### src/hdl/xcsd_pkg.sv
`timescale 1ns / 1ps
// ----------------------------------------------------------------------------
// xcsd_pkg
// Character codes, verdict codes and helpers for the sentence deframer.
// ----------------------------------------------------------------------------
package xcsd_pkg;

    localparam logic [7:0] CHAR_DOLLAR = 8'h24;
    localparam logic [7:0] CHAR_STAR   = 8'h2A;
    localparam logic [7:0] CHAR_NL     = 8'h0A;
    localparam logic [7:0] CHAR_CR     = 8'h0D;
    localparam logic [7:0] CHAR_COMMA  = 8'h2C;

    localparam int MIN_LEN = 4;

    typedef enum logic [2:0] {
        ST_OK        = 3'd0,
        ST_SHORT     = 3'd1,
        ST_NO_DOLLAR = 3'd2,
        ST_NO_STAR   = 3'd3,
        ST_NO_HEX    = 3'd4,
        ST_EMPTY     = 3'd5,
        ST_MISMATCH  = 3'd6
    } status_t;

    typedef struct packed {
        logic       is_hex;
        logic [3:0] value;
    } hex_digit_t;

    function automatic hex_digit_t hex_of(input logic [7:0] b);
        hex_digit_t d;
        d.is_hex = 1'b1;
        d.value  = 4'd0;
        if (b >= 8'h30 && b <= 8'h39)
        begin
            d.value = 4'(b - 8'h30);
        end
        else if (b >= 8'h61 && b <= 8'h66)
        begin
            d.value = 4'(b - 8'h57);
        end
        else if (b >= 8'h41 && b <= 8'h46)
        begin
            d.value = 4'(b - 8'h37);
        end
        else
        begin
            d.is_hex = 1'b0;
        end
        return d;
    endfunction

endpackage

### src/hdl/xcsd_rx_if.sv
`timescale 1ns / 1ps
// ----------------------------------------------------------------------------
// xcsd_rx_if
// Byte channel into the deframer: one received byte per item.
// ----------------------------------------------------------------------------
interface xcsd_rx_if;
    logic       valid;
    logic       ready;
    logic [7:0] rx_byte;

    modport source (output valid, output rx_byte, input ready);
    modport sink   (input valid, input rx_byte, output ready);
endinterface

### src/hdl/xcsd_res_if.sv
`timescale 1ns / 1ps
// ----------------------------------------------------------------------------
// xcsd_res_if
// Verdict channel out of the deframer: one item per finished line.
// ----------------------------------------------------------------------------
interface xcsd_res_if;
    logic       valid;
    logic       ready;
    logic       frame_ok;
    logic [2:0] status;
    logic [7:0] computed_sum;
    logic [7:0] received_sum;
    logic [8:0] payload_fields;
    logic [8:0] line_length;

    modport source (output valid, output frame_ok, output status, output computed_sum,
                    output received_sum, output payload_fields, output line_length,
                    input ready);
    modport sink   (input valid, input frame_ok, input status, input computed_sum,
                    input received_sum, input payload_fields, input line_length,
                    output ready);
endinterface

### src/hdl/xor_checked_sentence_deframer_unit.sv
`timescale 1ns / 1ps
// ----------------------------------------------------------------------------
// xor_checked_sentence_deframer_unit
// Line deframer for "$body*HH" sentences with an XOR checksum check.
// ----------------------------------------------------------------------------
// Bytes enter one per cycle. Each accepted byte lands in an input register
// and is folded into the line state in the next cycle, so a steady stream
// runs at one byte per clock. A line ends at a newline or after MAX_LINE
// bytes; when that byte leaves the input register it loads one verdict item
// into the output register, where it is held while the next line's bytes keep
// flowing. Only a line-ending byte that meets a full, stalled output register
// waits.
module xor_checked_sentence_deframer_unit #(
    parameter int MAX_LINE = 256
) (
    input  logic       clk,
    input  logic       rst_n,
    xcsd_rx_if.sink    rx,
    xcsd_res_if.source res
);
    import xcsd_pkg::*;

    localparam int CW = $clog2(MAX_LINE + 1);
    localparam int WW = (CW + 1 > 10) ? CW + 1 : 10;

    // input register
    logic       in_valid_reg;
    logic [7:0] in_byte_reg;

    // line state
    logic [CW-1:0] cnt_reg, cnt_next;
    logic          dollar_reg, dollar_next;
    logic [7:0]    xor_reg, xor_next;
    logic [7:0]    xor_star_reg, xor_star_next;
    logic          star_reg, star_next;
    logic [7:0]    hex_reg, hex_next;
    logic          hex_any_reg, hex_any_next;
    logic          hex_stop_reg, hex_stop_next;
    logic [CW-1:0] comma_reg, comma_next;
    logic [CW-1:0] comma_star_reg, comma_star_next;
    logic          body_reg, body_next;
    logic          last_comma_reg, last_comma_next;
    logic [CW-1:0] cr_reg, cr_next;
    logic          comma_end_reg, comma_end_next;

    // output register
    logic       out_valid_reg;
    logic       ok_reg;
    logic [2:0] status_reg;
    logic [7:0] csum_reg;
    logic [7:0] rsum_reg;
    logic [8:0] payload_reg;
    logic [8:0] len_reg;

    logic          is_nl;
    logic          line_end;
    logic          advance;
    logic          out_free;
    logic [CW-1:0] cnt_inc;
    logic [WW-1:0] len_w;
    logic [WW-1:0] tokens_w;
    logic [WW-1:0] payload_w;
    status_t       status_c;
    logic [7:0]    csum_c;
    logic [7:0]    rsum_c;
    hex_digit_t    digit;

    assign out_free = !out_valid_reg || res.ready;
    assign advance  = in_valid_reg && (!line_end || out_free);
    assign rx.ready = !in_valid_reg || advance;

    always_comb
    begin
        is_nl   = (in_byte_reg == CHAR_NL);
        cnt_inc = cnt_reg + CW'(1);
        digit   = hex_of(in_byte_reg);

        cnt_next        = cnt_inc;
        dollar_next     = dollar_reg;
        xor_next        = xor_reg;
        xor_star_next   = xor_star_reg;
        star_next       = star_reg;
        hex_next        = hex_reg;
        hex_any_next    = hex_any_reg;
        hex_stop_next   = hex_stop_reg;
        comma_next      = comma_reg;
        comma_star_next = comma_star_reg;
        body_next       = body_reg;
        last_comma_next = last_comma_reg;
        cr_next         = cr_reg;
        comma_end_next  = comma_end_reg;

        if (!is_nl)
        begin
            if (cnt_reg == '0)
            begin
                dollar_next = (in_byte_reg == CHAR_DOLLAR);
            end
            else
            begin
                if (in_byte_reg == CHAR_STAR)
                begin
                    star_next       = 1'b1;
                    xor_star_next   = xor_reg;
                    comma_star_next = comma_reg;
                    body_next       = (cnt_reg != CW'(1));
                    comma_end_next  = last_comma_reg;
                    hex_next        = 8'd0;
                    hex_any_next    = 1'b0;
                    hex_stop_next   = 1'b0;
                end
                else if (star_reg && !hex_stop_reg)
                begin
                    if (digit.is_hex)
                    begin
                        hex_next     = {hex_reg[3:0], digit.value};
                        hex_any_next = 1'b1;
                    end
                    else
                    begin
                        hex_stop_next = 1'b1;
                    end
                end
                xor_next = xor_reg ^ in_byte_reg;
                if (in_byte_reg == CHAR_COMMA)
                begin
                    comma_next = comma_reg + CW'(1);
                end
                last_comma_next = (in_byte_reg == CHAR_COMMA);
            end
            cr_next = (in_byte_reg == CHAR_CR) ? cr_reg + CW'(1) : '0;
        end

        line_end = is_nl || (WW'(cnt_inc) >= WW'(MAX_LINE));
    end

    // verdict for the line that this byte closes
    always_comb
    begin
        len_w     = WW'(cnt_inc) - WW'(is_nl) - WW'(cr_next);
        tokens_w  = body_next ? WW'(comma_star_next) + WW'(!comma_end_next) : '0;
        payload_w = (tokens_w > WW'(2)) ? tokens_w - WW'(2) : '0;
        csum_c    = 8'd0;
        rsum_c    = 8'd0;

        if (len_w < WW'(MIN_LEN))
        begin
            status_c  = ST_SHORT;
            payload_w = '0;
        end
        else if (!dollar_next)
        begin
            status_c  = ST_NO_DOLLAR;
            payload_w = '0;
        end
        else if (!star_next)
        begin
            status_c  = ST_NO_STAR;
            payload_w = '0;
        end
        else
        begin
            csum_c = xor_star_next;
            if (!hex_any_next)
            begin
                status_c = ST_NO_HEX;
            end
            else
            begin
                rsum_c = hex_next;
                if (hex_next != xor_star_next)
                begin
                    status_c = ST_MISMATCH;
                end
                else if (!body_next)
                begin
                    status_c = ST_EMPTY;
                end
                else
                begin
                    status_c = ST_OK;
                end
            end
        end
    end

    always_ff @(posedge clk or negedge rst_n)
    begin
        if (!rst_n)
        begin
            in_valid_reg <= 1'b0;
        end
        else if (rx.ready)
        begin
            in_valid_reg <= rx.valid;
        end
    end

    always_ff @(posedge clk)
    begin
        if (rx.ready && rx.valid)
        begin
            in_byte_reg <= rx.rx_byte;
        end
    end

    always_ff @(posedge clk or negedge rst_n)
    begin
        if (!rst_n)
        begin
            cnt_reg        <= '0;
            dollar_reg     <= 1'b0;
            xor_reg        <= 8'd0;
            xor_star_reg   <= 8'd0;
            star_reg       <= 1'b0;
            hex_reg        <= 8'd0;
            hex_any_reg    <= 1'b0;
            hex_stop_reg   <= 1'b0;
            comma_reg      <= '0;
            comma_star_reg <= '0;
            body_reg       <= 1'b0;
            last_comma_reg <= 1'b0;
            cr_reg         <= '0;
            comma_end_reg  <= 1'b0;
        end
        else if (advance)
        begin
            if (line_end)
            begin
                // clear for the next line
                cnt_reg        <= '0;
                dollar_reg     <= 1'b0;
                xor_reg        <= 8'd0;
                xor_star_reg   <= 8'd0;
                star_reg       <= 1'b0;
                hex_reg        <= 8'd0;
                hex_any_reg    <= 1'b0;
                hex_stop_reg   <= 1'b0;
                comma_reg      <= '0;
                comma_star_reg <= '0;
                body_reg       <= 1'b0;
                last_comma_reg <= 1'b0;
                cr_reg         <= '0;
                comma_end_reg  <= 1'b0;
            end
            else
            begin
                cnt_reg        <= cnt_next;
                dollar_reg     <= dollar_next;
                xor_reg        <= xor_next;
                xor_star_reg   <= xor_star_next;
                star_reg       <= star_next;
                hex_reg        <= hex_next;
                hex_any_reg    <= hex_any_next;
                hex_stop_reg   <= hex_stop_next;
                comma_reg      <= comma_next;
                comma_star_reg <= comma_star_next;
                body_reg       <= body_next;
                last_comma_reg <= last_comma_next;
                cr_reg         <= cr_next;
                comma_end_reg  <= comma_end_next;
            end
        end
    end

    always_ff @(posedge clk or negedge rst_n)
    begin
        if (!rst_n)
        begin
            out_valid_reg <= 1'b0;
        end
        else if (out_free)
        begin
            out_valid_reg <= advance && line_end;
        end
    end

    always_ff @(posedge clk)
    begin
        if (advance && line_end)
        begin
            ok_reg      <= (status_c == ST_OK);
            status_reg  <= status_c;
            csum_reg    <= csum_c;
            rsum_reg    <= rsum_c;
            payload_reg <= payload_w[8:0];
            len_reg     <= len_w[8:0];
        end
    end

    assign res.valid          = out_valid_reg;
    assign res.frame_ok       = ok_reg;
    assign res.status         = status_reg;
    assign res.computed_sum   = csum_reg;
    assign res.received_sum   = rsum_reg;
    assign res.payload_fields = payload_reg;
    assign res.line_length    = len_reg;

endmodule
### src/flat_wrapper.sv
// flat-port wrapper written by rule: the top's interface ports become plain ports
module xor_checked_sentence_deframer_unit_flat import xcsd_pkg::*;
#(
    parameter int MAX_LINE = 256
)
  (clk, rst_n, rx_valid, rx_rx_byte, rx_ready, res_valid, res_frame_ok, res_status, res_computed_sum, res_received_sum, res_payload_fields, res_line_length, res_ready);
  xcsd_rx_if rx_i ();
  xcsd_res_if res_i ();
  input  logic clk;
  input  logic rst_n;
  input wire logic [$bits(rx_i.valid)-1:0] rx_valid;
  input wire logic [$bits(rx_i.rx_byte)-1:0] rx_rx_byte;
  output wire logic [$bits(rx_i.ready)-1:0] rx_ready;
  output wire logic [$bits(res_i.valid)-1:0] res_valid;
  output wire logic [$bits(res_i.frame_ok)-1:0] res_frame_ok;
  output wire logic [$bits(res_i.status)-1:0] res_status;
  output wire logic [$bits(res_i.computed_sum)-1:0] res_computed_sum;
  output wire logic [$bits(res_i.received_sum)-1:0] res_received_sum;
  output wire logic [$bits(res_i.payload_fields)-1:0] res_payload_fields;
  output wire logic [$bits(res_i.line_length)-1:0] res_line_length;
  input wire logic [$bits(res_i.ready)-1:0] res_ready;
  assign rx_i.valid = rx_valid;
  assign rx_i.rx_byte = rx_rx_byte;
  assign rx_ready = rx_i.ready;
  assign res_valid = res_i.valid;
  assign res_frame_ok = res_i.frame_ok;
  assign res_status = res_i.status;
  assign res_computed_sum = res_i.computed_sum;
  assign res_received_sum = res_i.received_sum;
  assign res_payload_fields = res_i.payload_fields;
  assign res_line_length = res_i.line_length;
  assign res_i.ready = res_ready;
  xor_checked_sentence_deframer_unit #(.MAX_LINE(MAX_LINE)) u_core (.clk(clk), .rst_n(rst_n), .rx(rx_i), .res(res_i));
endmodule
### config.mk
export PLATFORM = sky130hd
export DESIGN_NAME = xor_checked_sentence_deframer_unit_flat
export DESIGN_NICKNAME = d
export VERILOG_FILES = /design/src/hdl/xcsd_pkg.sv /design/src/hdl/xcsd_rx_if.sv /design/src/hdl/xcsd_res_if.sv /design/src/hdl/xor_checked_sentence_deframer_unit.sv /design/src/flat_wrapper.sv
export SDC_FILE = /design/constraint.sdc
export NUM_CORES = 1
export LEC_CHECK = 0
export BUFFER_PORTS_ARGS = -buffer_cell sky130_fd_sc_hd__buf_2
export CORE_ASPECT_RATIO = 0.75
export CORE_MARGIN = 1.5
export CORE_UTILIZATION = 40
export CTS_BUF_LIST = sky130_fd_sc_hd__clkbuf_8
export DETAILED_ROUTE_END_ITERATION = 10
export GPL_TIMING_DRIVEN = 0
export PLACE_DENSITY_LB_ADDON = 0.08
export SETUP_SLACK_MARGIN = 0.5
export SLEW_MARGIN = 40
export SYNTH_ARGS = -nofsm -noshare
export SYNTH_HDL_FRONTEND = slang
export SYNTH_SLANG_ARGS = --single-unit
### constraint.sdc
create_clock -name clk -period 5.15 [get_ports clk]
set_input_delay 1.03 -clock clk [delete_from_list [all_inputs] [get_ports clk]]
set_output_delay 1.03 -clock clk [all_outputs]
set_load 0.02 [all_outputs]
# After elaboration in Yosys (flattened, before gate mapping)
# Cells that the tools add are included.
[totals]
register_bits = 115
latch_bits = 0
mem_bits_rw = 0
mem_bits_ro = 0
in_bits = 12
out_inout_bits = 40
wordCells = 151
memories = 0
[op_classes]
add_sub_neg = 10
n_mul = 0
div = 0
order_cmp = 9
eq_ne = 10
n_shift = 0
n_mux = 68
n_bitwise = 5
n_reduce_logical = 26
[op_table]
columns = ["operator", "count"]
rows = [
  ["2-to-1 mux 9 bit", 12],
  ["2-to-1 mux 8 bit", 13],
  ["2-to-1 mux 1 bit", 33],
  ["adder 9 x 1 -> 9 bit, second input constant", 3],
  ["equality test 8 x 6 -> 1 bit, second input constant", 3],
  ["2-to-1 mux 3 bit", 6],
  ["equality test 8 x 4 -> 1 bit, second input constant", 2],
  ["greater-or-equal comparator 8 x 7 -> 1 bit, second input constant", 2],
  ["less-or-equal comparator 8 x 7 -> 1 bit, second input constant", 2],
  ["2-to-1 mux 4 bit", 3],
  ["adder 9 x 1 -> 10 bit", 1],
  ["> comparator 10 x 2 -> 1 bit, second input constant", 1],
  ["< comparator 10 x 3 -> 1 bit, second input constant", 1],
  ["2-to-1 mux 10 bit", 1],
  ["subtractor 10 x 9 -> 10 bit", 1],
  ["subtractor 9 x 1 -> 10 bit", 1],
  ["greater-or-equal comparator 9 bit, second input constant", 1],
  ["zero test 9 bit", 1],
  ["inequality test 9 x 1 -> 1 bit, second input constant", 1],
  ["subtractor 9 x 2 -> 9 bit, second input constant", 1],
  ["greater-or-equal comparator 8 x 6 -> 1 bit, second input constant", 1],
  ["less-or-equal comparator 8 x 6 -> 1 bit, second input constant", 1],
  ["inequality test 8 bit", 1],
  ["OR reduction 4 bit", 2],
  ["17 further kinds", 34],
]

# Logic depth before layout (Yosys ltp)
# Gate-level depths: netlist of the first run.
[depth]
word_depth = 17
ltp_mapped = 21
depth_no_buf = 20

# Worst setup path after synthesis of the first run
# Ideal clock, no wire load.
[synth_path]
path_type = "register to register"
from = "reg u_core.in_byte_reg[4]"
to = "reg u_core.rsum_reg[6] (netlist: u_core.res.received_sum[6]), data pin"
setup_ns = 0.273
arrival_time_ns = 4.318
required_ns = 4.877
setup_slack_ns = 0.559
stages_incl_launch_ff = 20
n_path_buf = 3
cell_sequence = "edfxtp_1 buf_6 or4_1 nor2_1 clkinv_1 nand4_1 xor2_1 nor2_1 ha_1 inv_1 ha_1 clkbuf_1 a2111oi_0 or2_2 o311ai_1 nor4_1 o211ai_1 nand2_1 buf_2 nor3_1"
[synth_between]
elab_cells_between_ends = 40
[synth_rtl]
columns = ["item", "line_no", "text"]
rows = [
  ["from (decl)", "xor_checked_sentence_deframer_unit.sv:28", "logic [7:0] in_byte_reg;"],
  ["from (signal assigned)", "xor_checked_sentence_deframer_unit.sv:203", "in_byte_reg <= rx.rx_byte;"],
  ["branches (longest 3 deep; another with subtractor 9 x 1 -> 10 bit)", "n/a", ""],
  ["subtractor 10 x 9 -> 10 bit (*)", "xor_checked_sentence_deframer_unit.sv:140", "len_w = WW'(cnt_inc) - WW'(is_nl) - WW'(cr_next);"],
  ["net u_core.len_w[8]", "xor_checked_sentence_deframer_unit.sv:60", "logic [WW-1:0] len_w;"],
  ["< comparator 10 x 3 -> 1 bit (*)", "xor_checked_sentence_deframer_unit.sv:146", "if (len_w < WW'(MIN_LEN))"],
  ["OR reduction 4 bit (no line) (*)", "n/a", ""],
  ["to (signal assigned)", "xor_checked_sentence_deframer_unit.sv:285", "rsum_reg <= rsum_c;"],
  ["to (decl)", "xor_checked_sentence_deframer_unit.sv:51", "logic [7:0] rsum_reg;"],
]
# Mark *: on every way through the listed nets, which the timed path passes.
# A chain may end at the register's enable or synchronous reset.

# Final worst setup path of the first run
[layout_path]
from = "reg u_core.cnt_reg[0]"
to = "reg u_core.payload_reg[8] (netlist: u_core.res.payload_fields[8]), data pin"
[layout_between]
elab_chain_len = 9
elab_cells_between_ends = 26
[layout_rtl]
columns = ["item", "line_no", "text"]
rows = [
  ["from (decl)", "xor_checked_sentence_deframer_unit.sv:31", "logic [CW-1:0] cnt_reg, cnt_next;"],
  ["from (signal assigned)", "xor_checked_sentence_deframer_unit.sv:248", "cnt_reg <= cnt_next;"],
  ["branches (longest 9 deep; another with subtractor 9 x 1 -> 10 bit)", "n/a", ""],
  ["to (signal assigned)", "xor_checked_sentence_deframer_unit.sv:286", "payload_reg <= payload_w[8:0];"],
  ["to (decl)", "xor_checked_sentence_deframer_unit.sv:52", "logic [8:0] payload_reg;"],
]
# Several ways; the timed one is not identified.

==> results of run 1 <==
## kinds of logic (layout without fill, tap and decap cells)
group / count (synthesis) / in the layout / share of synthesized area (%)
fa+ha+maj: 29 / 29 / 5.64
buf+inv: 59 / 163 / 3.51
flops: 115 / 115 / 46.4
xor+xnor: 49 / 49 / 6.40
compound gates: 168 / 169 / 17.2
simple gates: 265 / 265 / 19.1
mux: 12 / 12 / 1.79
## worst paths after layout
kind / start / end / slack (ns) / cells after the start
max: u_core.cnt_reg[0] / u_core.res.payload_fields[8] / 0.67 / 17
min: rst_n / u_core.comma_star_reg[3] / 0.41 / 1
max reg2reg: u_core.cnt_reg[0] / u_core.res.payload_fields[8] / 0.67 / 17
min reg2reg: u_core.comma_end_reg / u_core.comma_end_reg / 0.49 / 2
max in group asynchronous: rst_n / u_core.cnt_reg[0] / 4.19 / 2
min in group clk: u_core.comma_end_reg / u_core.comma_end_reg / 0.49 / 2
## layout make-up
| class | instances | area (um^2) |
|---|---|---|
| repair buffers | 72 | 467 |
| clock buffers | 18 | 248 |
| flip-flops and latches | 115 | 3110 |
| inverters | 34 | 133 |
| well taps | 210 | 263 |
| plain buffers | 25 | 151 |
| clock inverters | 14 | 144 |
| multi-input cells | 524 | 3530 |
| fillers | 1537 | 8170 |
## placed cells by master (no fill, tap or decap), drive strengths merged, types with 5 or more instances in the layout
cell type	instances
nor4	6
and3	14
ha	27
o21ai	55
clkinv	5
buf	79
nor2	56
xnor2	22
mux2i	12
xor2	27
dfrtp	69
edfxtp	46
a21oi	29
nand3	31
a22o	26
and2	8
o31ai	5
nand2b	5
or3	6
inv	40
a31oi	5
nand4	7
clkbuf	36
o22ai	6
nand2	92
nor3	19
## layer usage
metal	up-vias	wire length, um	track usage [%]
met5	-	0	0
met1	2808	9640	33.6
met3	14	1170	5.65
met2	160	7390	29.9
li1	2718	-	-
met4	0	146	4.62
## per-stage QoR
step | hold WS (ns) | util [%] | worst slack, ns | setup TNS [ns] | power [mW]
3_5_place_dp | 0.475 | 45.1 | -0.785 | -15.74 | 1.73
6_report | 0.413 | 49.6 | 0.670 | 0 | 2.71
2_1_floorplan | 0.444 | - | 0.559 | 0 | 1.54
4_1_cts | 0.399 | 48.5 | 0.511 | 0 | 2.63
3_3_place_gp | 0.460 | 44.5 | -0.694 | -33.24 | 1.71
5_1_grt | 0.389 | 49.6 | 0.494 | 0 | 2.84
## power by group
group	switching, mW	internal (mW)	total [mW]
Combinational	0.415	0.302	0.717
Clock	0.445	0.409	0.853
Sequential	0.0987	1.04	1.14
## repair_timing
item | in CTS | in global routing
setup buffers | 6 | 12
endpoints found under the hold margin | 0 | 0
pin swaps | 4 | 13
resized for setup | 25 | 29
gates cloned | 1 | 0
endpoints found under the setup margin | 29 | 29
==> qor.csv, run 1 <==
stage;metric;value;unit
route;postRouteAntennaNets;0;
yosys;synth_flop_cell;dfrtp_1;
final_layout;final_area;8050;um^2
critical_path;crit_path_max_fanout;10;
floorplan;die-area;17600;um^2
critical_path;cp.arrival;4.68;ns
floorplan;start_util;41.3;%
place;place.port_buffers;51;
job;cap_violations;0;
route;avgRoutedWirePerCell;18.1;um
yosys;synth_area_leaders;dfrtp_1, edfxtp_1, nand2_1, ha_1, o21ai_0;
timing;setup_viol;0;
yosys;synth.most_common_cell;nand2_1;
timing;max_slew_margin;52.6;%
floorplan;die_w;152;um
global_route;gr-total-overflow;0;
global_route;grt_pass1_wl;29.3;mm
power;ir_worst_vdd;0.000139;V
critical_path;crit_chain;inv_2, ha_1, or4b_4, or2_2, nand2_2, clkbuf_8, clkbuf_8, a21oi_1, ha_1, and3_1, clkbuf_2, or4b_2, o21ai_0, mux2i_1, o31a_1, o211ai_4, nor2_1;
yosys;ys_seq_elements;115;
hold_path;min_path_type;in2async;
yosys;synth-edff-count;46;
yosys;yosysSeqAreaShare;46.4;%
timing;hold_violations;0;
final_layout;layout.nets;830;
timing;period_minus_slack;4.48;ns
yosys;yosys.area.top_type;dfrtp_1;
critical_path;cp_slowest_stage_delay;0.61;ns
place;dpl_cell_area;7310;um^2
clocking;clkTransAtPathRegs;0.08;ns
route;drc;0;
critical_path;start_kind;flip-flop;
yosys;post-synth-top-area-fraction;25.8;%
power;powerDensity;337;nW/um^2
clocking;cts_tree;yes;
final_layout;area.growth.synth_to_final;20.1;%
clocking;cts_buffers;17;
place;dp_cells;961;
floorplan;die_h;115;um
clocking;clock_latency;0.46;ns
floorplan;io_pins;52;
timing;rsz0062_at_grt;no;
global_route;antenna_found_initial;0;
global_route;grt_max_degree;51;
yosys;yosys_warnings;0;
global_route;grtUsageTotal;21.6;%
critical_path;path_class;reg2reg;
route;via_per_inst;5.63;
timing;worst_slew_pin_slew;0.708;ns
clocking;cts_root_buf;clkbuf_8;
timing;slew_violations;0;
yosys;syn_area_per_cell;9.62;um^2
final_layout;num_antenna_cells;0;
route;dr.pass1.iters;5;
timing;fin_skew;0.0104;ns
final_layout;drive_gt1_share;20.2;%
floorplan;core-area;16200;um^2
critical_path;critPathTopFamily;simple AND/OR/NAND/NOR gates;
power;p_leak;3.21;nW
outcome;status;complete, no violations;
clocking;holdBufCountCts;0;
route;wl;18.3;mm
critical_path;crit_required;5.35;ns
floorplan;num_rows;40;
yosys;netlist_area;6700;um^2
yosys;async_reset_ff_share;60.0;%
place;dpl.hpwl;13.3;mm
timing;max_freq;223;MHz
route;vias;5700;
critical_path;cp_num_buf_inv;4;
final_layout;fin_cells;1012;
timing;min_period_over_period;87.0;%
yosys;netlist_instances;697;
yosys;ys_top_cells_by_count;nand2_1, dfrtp_1, nor2_1;
global_route;grt_pass1_vias;5330;
clocking;clock_path_buffers;2;
route;drt_iter0_markers;504;
clocking;cts_sinks;115;
yosys;yosysUniqueCellTypes;75;
yosys;synthesis.nets;738;
critical_path;cp_slowest_cell;or4b_2;
place;place_congestion;0.906;
critical_path;cp-end-kind;flip-flop;
clocking;htreeDepth;4;
Power figures use the tool's default switching activity.
==> run 2: changes to the inputs <==
Settings changed: REMOVE_ABC_BUFFERS set to 1.
==> qor.csv, run 2 (same netlist as run 1, synthesis figures left out) <==
stage;metric;value;unit
outcome;status;complete, no violations;
final_layout;final-seq-area;3110;um^2
route;drc;0;
critical_path;worstReg2RegEnd;u_core.res.received_sum[6];
timing;rsz0062_at_grt;no;
critical_path;critPathTopFamily;simple AND/OR/NAND/NOR gates;
global_route;gr-total-overflow;0;
final_layout;n_fill_cell;1557;
power;ir_worst_vdd;0.000138;V
critical_path;crit_required;5.31;ns
timing;max_freq;223;MHz
critical_path;cp_common_cell;buf_4;
hold_path;min_path_type;in2async;
critical_path;cp_slowest_cell;fa_2;
global_route;grtUsageTotal;21.0;%
final_layout;mostFrequentLayoutCell;nand2_1;
critical_path;crit_path_max_fanout;17;
critical_path;crit_chain;buf_4, inv_1, ha_1, and3_1, and2_1, mux2i_1, fa_1, fa_2, nand2b_1, a2111oi_2, or2_2, o311ai_2, nor4_1, o211ai_1, buf_4, nand2_8, nor3_1;
power;powerDensity;343;nW/um^2
clocking;clkTransAtPathRegs;0.07;ns
final_layout;fin_cells;992;
critical_path;path_class;reg2reg;
route;dr_wl_met3;946;um
final_layout;area.growth.synth_to_final;19.7;%
clocking;clock_path_buffers;2;
clocking;cts_tree;yes;
critical_path;start_kind;flip-flop;
place;dp_cells;938;
route;maxUsedRoutingLayer;met4;
clocking;cts_root_buf;clkbuf_8;
floorplan;die-area;17600;um^2
timing;fin_setup_tns;0;ns
route;via_per_inst;5.66;
power;finalPower;2.76;mW
timing;timing.final.ws_setup;0.656;ns
floorplan;die_h;115;um
clocking;cts_buffers;17;
clocking;htreeDepth;4;
final_layout;layout.nets;810;
place;dpl.hpwl;12.6;mm
global_route;grt_pass1_vias;5356;
timing;min_period_over_period;87.3;%
timing;max_slew_margin;49.7;%
place;place_congestion;0.858;
timing;setup_viol;0;
route;route.met2.wl;7.91;mm
critical_path;cp_slowest_stage_delay;0.45;ns
place;place.port_buffers;51;
route;postRouteAntennaNets;0;
critical_path;cp_num_buf_inv;3;
job;cap_violations;0;
final_layout;layout_common_cells;nand2_1, dfrtp_1, nor2_1;
critical_path;regToRegSetupSlack;0.66;ns
final_layout;num_antenna_cells;0;
timing;fin_skew;0.00863;ns
clocking;cts_sinks;115;
global_route;grt_pass1_wl;28.8;mm
place;place_ws;-0.685;ns
floorplan;die_w;152;um
timing;timing.hold.ws;0.460;ns
floorplan;core-area;16200;um^2
timing;slew_violations;0;
global_route;grt_max_degree;41;
route;drt-met1-wl;8.72;mm
floorplan;io_pins;52;
route;avgRoutedWirePerCell;18.0;um
floorplan;start_util;41.3;%
route;dr.pass1.iters;5;
floorplan;num_rows;40;
critical_path;r2r-start;u_core.in_byte_reg[1];
critical_path;cp.arrival;4.66;ns
timing;period_minus_slack;4.49;ns
critical_path;cp-end-kind;flip-flop;
clocking;clock_latency;0.44;ns
route;wl;17.8;mm
power;p_leak;3.18;nW
critical_path;r2r_cells;17;
global_route;antenna_found_initial;0;
route;vias;5614;
route;drt_iter0_markers;451;
timing;worst_slew_pin_slew;0.754;ns
final_layout;multiInputGateArea;3540;um^2
timing;hold_violations;0;
final_layout;drive_gt1_share;19.1;%
run 2: changes by cell type in the layout (fill, tap and decap cells not counted), sizes merged:
cell      change
bufinv        +4
clkbuf       -17
buf           -2
clkinvlp      -1
clkinv        +1
inv           -5
run 2: metal layers:
layer  track usage, %  up-vias
met5                0        -
met4             7.05        0
met3             4.03       23
met2             31.9      168
met1             30.1     2742
li1                 -     2681
run 2: layout make-up:
type	count	share of cell area, %
Sequential cell	115	38.7
Multi-Input combinational cell	524	44.1
Clock buffer	19	3.26
Inverter	34	1.62
Tap cell	210	3.27
Clock inverter	13	2.34
Timing Repair Buffer	77	6.69
run 2: worst reg2reg max path, stage by stage, from the launching register on:
cell and delay [ns]:
edfxtp_1 0.42, buf_4 0.17, inv_1 0.11, ha_1 0.24
and3_1 0.21, and2_1 0.21, mux2i_1 0.12, fa_1 0.43
fa_2 0.45, nand2b_1 0.20, a2111oi_2 0.40, or2_2 0.20
o311ai_2 0.12, nor4_1 0.34, o211ai_1 0.15, buf_4 0.23
nand2_8 0.15, nor3_1 0.07
run 2: where the power goes:
part / internal, mW / leakage, nW / switching, mW
Sequential: 1.04 / 1.33 / 0.101
Combinational: 0.263 / 1.62 / 0.382
Clock: 0.592 / 0.229 / 0.376
run 2: how the worst max path moves through the flow:
stage                                      from  cells after the start                         end
after CTS                 u_core.in_byte_reg[0]                     16  u_core.res.computed_sum[5]
after global placement    u_core.in_byte_reg[0]                      7  u_core.res.received_sum[4]
final                     u_core.in_byte_reg[1]                     17  u_core.res.received_sum[6]
after detailed placement  u_core.in_byte_reg[4]                     16  u_core.res.computed_sum[5]
after floorplan           u_core.in_byte_reg[4]                     13  u_core.res.received_sum[1]
after global routing      u_core.in_byte_reg[4]                     15  u_core.res.received_sum[6]
run 2: what timing repair did:
item                                    CTS  global route
buffers inserted                          6            15
endpoints found under the setup margin   29            29
hold buffers                              0             0
pin swaps                                 1             5
resized for setup                        13            13
gates cloned                              0             1
run 2: per-stage QoR:
step | util (%) | area (um^2)
5_1_grt | 49.5 | 8030
6_report | 49.5 | 8030
4_1_cts | 48.3 | 7830
3_3_place_gp | 43.9 | 7110
3_5_place_dp | 44.9 | 7280
2_1_floorplan | - | 6600
==> run 3: changes to the inputs <==
Settings changed: ABC_AREA set to 1, SLEW_MARGIN 40 to unset.
==> qor.csv, run 3 <==
stage;metric;value;unit
clocking;cts_root_buf;clkbuf_8;
power;finalPower;2.91;mW
floorplan;core-area;16100;um^2
critical_path;crit_path_max_fanout;8;
critical_path;cp_slowest_stage_delay;0.44;ns
route;avgRoutedWirePerCell;15.1;um
route;drt_iter0_markers;276;
global_route;grt_max_degree;50;
place;dpl_cell_area;7090;um^2
timing;min_period_over_period;85.1;%
route;vias;5447;
power;powerDensity;378;nW/um^2
clocking;clock_latency;0.45;ns
critical_path;cp-end-kind;flip-flop;
yosys;ys_seq_elements;115;
clocking;cts_sinks;115;
clocking;cts_buffers;17;
final_layout;drive_gt1_share;18.6;%
hold_path;min-delay-start;u_core.xor_reg[6];
final_layout;layout_common_cells;nand2_1, inv_1, nor2_1;
timing;max_slew_margin;32.5;%
yosys;synth-edff-count;46;
timing;timing.final.ws_setup;0.768;ns
yosys;yosys_warnings;0;
floorplan;io_pins;52;
final_layout;multiInputGateArea;3030;um^2
route;postRouteAntennaNets;0;
floorplan;start_util;41.1;%
yosys;synth_area_leaders;dfrtp_1, edfxtp_1, nand2_1, inv_1, ha_1;
critical_path;crit_start;u_core.in_byte_reg[0];
hold_path;min_path_type;reg2reg;
yosys;synth_flop_cell;dfrtp_1;
yosys;syn_area_per_cell;8.35;um^2
timing;period_minus_slack;4.38;ns
critical_path;r2r-start;u_core.in_byte_reg[0];
outcome;status;complete, no violations;
route;maxUsedRoutingLayer;met4;
place;place.port_buffers;51;
power;ir_worst_vdd;0.000152;V
final_layout;mostFrequentLayoutCell;nand2_1;
timing;rsz0062_at_grt;no;
clocking;cts_tree;yes;
final_layout;final_area;7700;um^2
route;drc;0;
yosys;yosys.area.top_type;dfrtp_1;
critical_path;start_kind;flip-flop;
timing;setup_viol;0;
yosys;yosysSeqAreaShare;46.9;%
route;drt-met1-wl;8.16;mm
critical_path;cp_slowest_cell;edfxtp_1;
final_layout;num_antenna_cells;0;
yosys;netlist_area;6620;um^2
place;place_congestion;0.842;
global_route;gr-total-overflow;0;
global_route;grt_pass1_vias;5102;
clocking;htreeDepth;4;
yosys;yosysUniqueCellTypes;51;
place;place_ws;0.243;ns
power;p_leak;3.67;nW
global_route;grt_pass1_wl;26.0;mm
final_layout;final_core_util;47.8;%
final_layout;area.growth.synth_to_final;16.3;%
global_route;antenna_found_initial;0;
clocking;clkTransAtPathRegs;0.07;ns
timing;fin_setup_tns;0;ns
route;via_per_inst;5.03;
route;route.met2.wl;7.40;mm
route;dr.pass1.iters;5;
clocking;holdBufCountCts;0;
yosys;synth.most_common_cell;nand2_1;
yosys;ys_top_cells_by_count;nand2_1, inv_1, nor2_1;
yosys;async_reset_ff_share;60.0;%
route;dr_wl_met3;613;um
final_layout;layout.nets;900;
clocking;clock_path_buffers;2;
timing;fin_skew;0.0165;ns
timing;slew_violations;0;
timing;max_freq;228;MHz
yosys;post-synth-top-area-fraction;26.1;%
critical_path;cp.arrival;4.58;ns
floorplan;die_w;152;um
final_layout;n_fill_cell;1586;
timing;worst_slew_pin_slew;1.01;ns
floorplan;num_rows;40;
floorplan;die-area;17300;um^2
timing;hold_violations;0;
place;dpl.hpwl;11.5;mm
job;cap_violations;0;
critical_path;crit_required;5.35;ns
final_layout;final-seq-area;3110;um^2
critical_path;path_class;reg2reg;
route;wl;16.4;mm
global_route;grtUsageTotal;19.8;%
floorplan;die_h;114;um
yosys;netlist_instances;793;
-- run 3: cell type report --
type                       instances  share of cell area, %
sequential                       115                   40.4
multi-input combinational        522                   39.3
inverter                         141                   6.94
timing repair buffer              62                   4.71
tap                              210                   3.41
clock buffer                      17                   3.04
clock inverter                    15                   2.19
-- run 3: kinds of logic after synthesis --
logic type               Yosys count  synth area share [%]
AO/OA/AOI/OAI                    120                  11.1
XOR/XNOR                          22                  2.91
adder cells (fa/ha/maj)           29                  5.71
buffers and inverters            157                  9.48
flip-flops                       115                  46.9
AND/OR/NAND/NOR                  350                  23.9
-- run 3: final timing paths --
kind	to	slack [ns]	cells past startpoint
max reg2reg	u_core.res.received_sum[3]	0.77	25
min reg2reg	u_core.xor_reg[6]	0.46	1
max in group asynchronous	u_core.xor_star_reg[3]	4.06	2
max	u_core.res.received_sum[3]	0.77	25
min in group asynchronous	u_core.cr_reg[7]	0.52	1
min	u_core.xor_reg[6]	0.46	1
-- run 3: per-layer routing --
metal | global-route usage, % | vias up
li1 | - | 2724
met4 | 6.28 | 0
met5 | 0 | -
met2 | 29.1 | 96
met1 | 29.0 | 2610
met3 | 4.30 | 17
-- run 3: power breakdown --
group	total, mW	internal [mW]	switching, mW
logic	0.897	0.326	0.571
registers	1.15	1.08	0.0685
clock network	0.863	0.472	0.391
total	2.91	1.88	1.03
-- run 3: repair_timing --
| item | in CTS | in global routing |
|---|---|---|
| pin swaps | 0 | 9 |
| buffers inserted | 0 | 9 |
| gates resized for setup | 6 | 27 |
| cloned | 0 | 1 |
| endpoints found under the setup margin | 19 | 46 |
-- run 3: through the flow --
stage          instances  hold WS (ns)
2_1_floorplan        777         0.432
3_3_place_gp        1038         0.445
3_5_place_dp        1040         0.449
4_1_cts             1072         0.462
5_1_grt             1082         0.475
6_report            1082         0.459
-- run 3: critical path, delay by kind of cell (launching register included) --
family	cells	cell delay [ns]
buffers and inverters	5	0.60
AND/OR/NAND/NOR	13	2.03
XOR/XNOR	1	0.11
adder cells (fa/ha/maj)	3	0.65
AO/OA/AOI/OAI	3	0.28
flip-flops	1	0.44
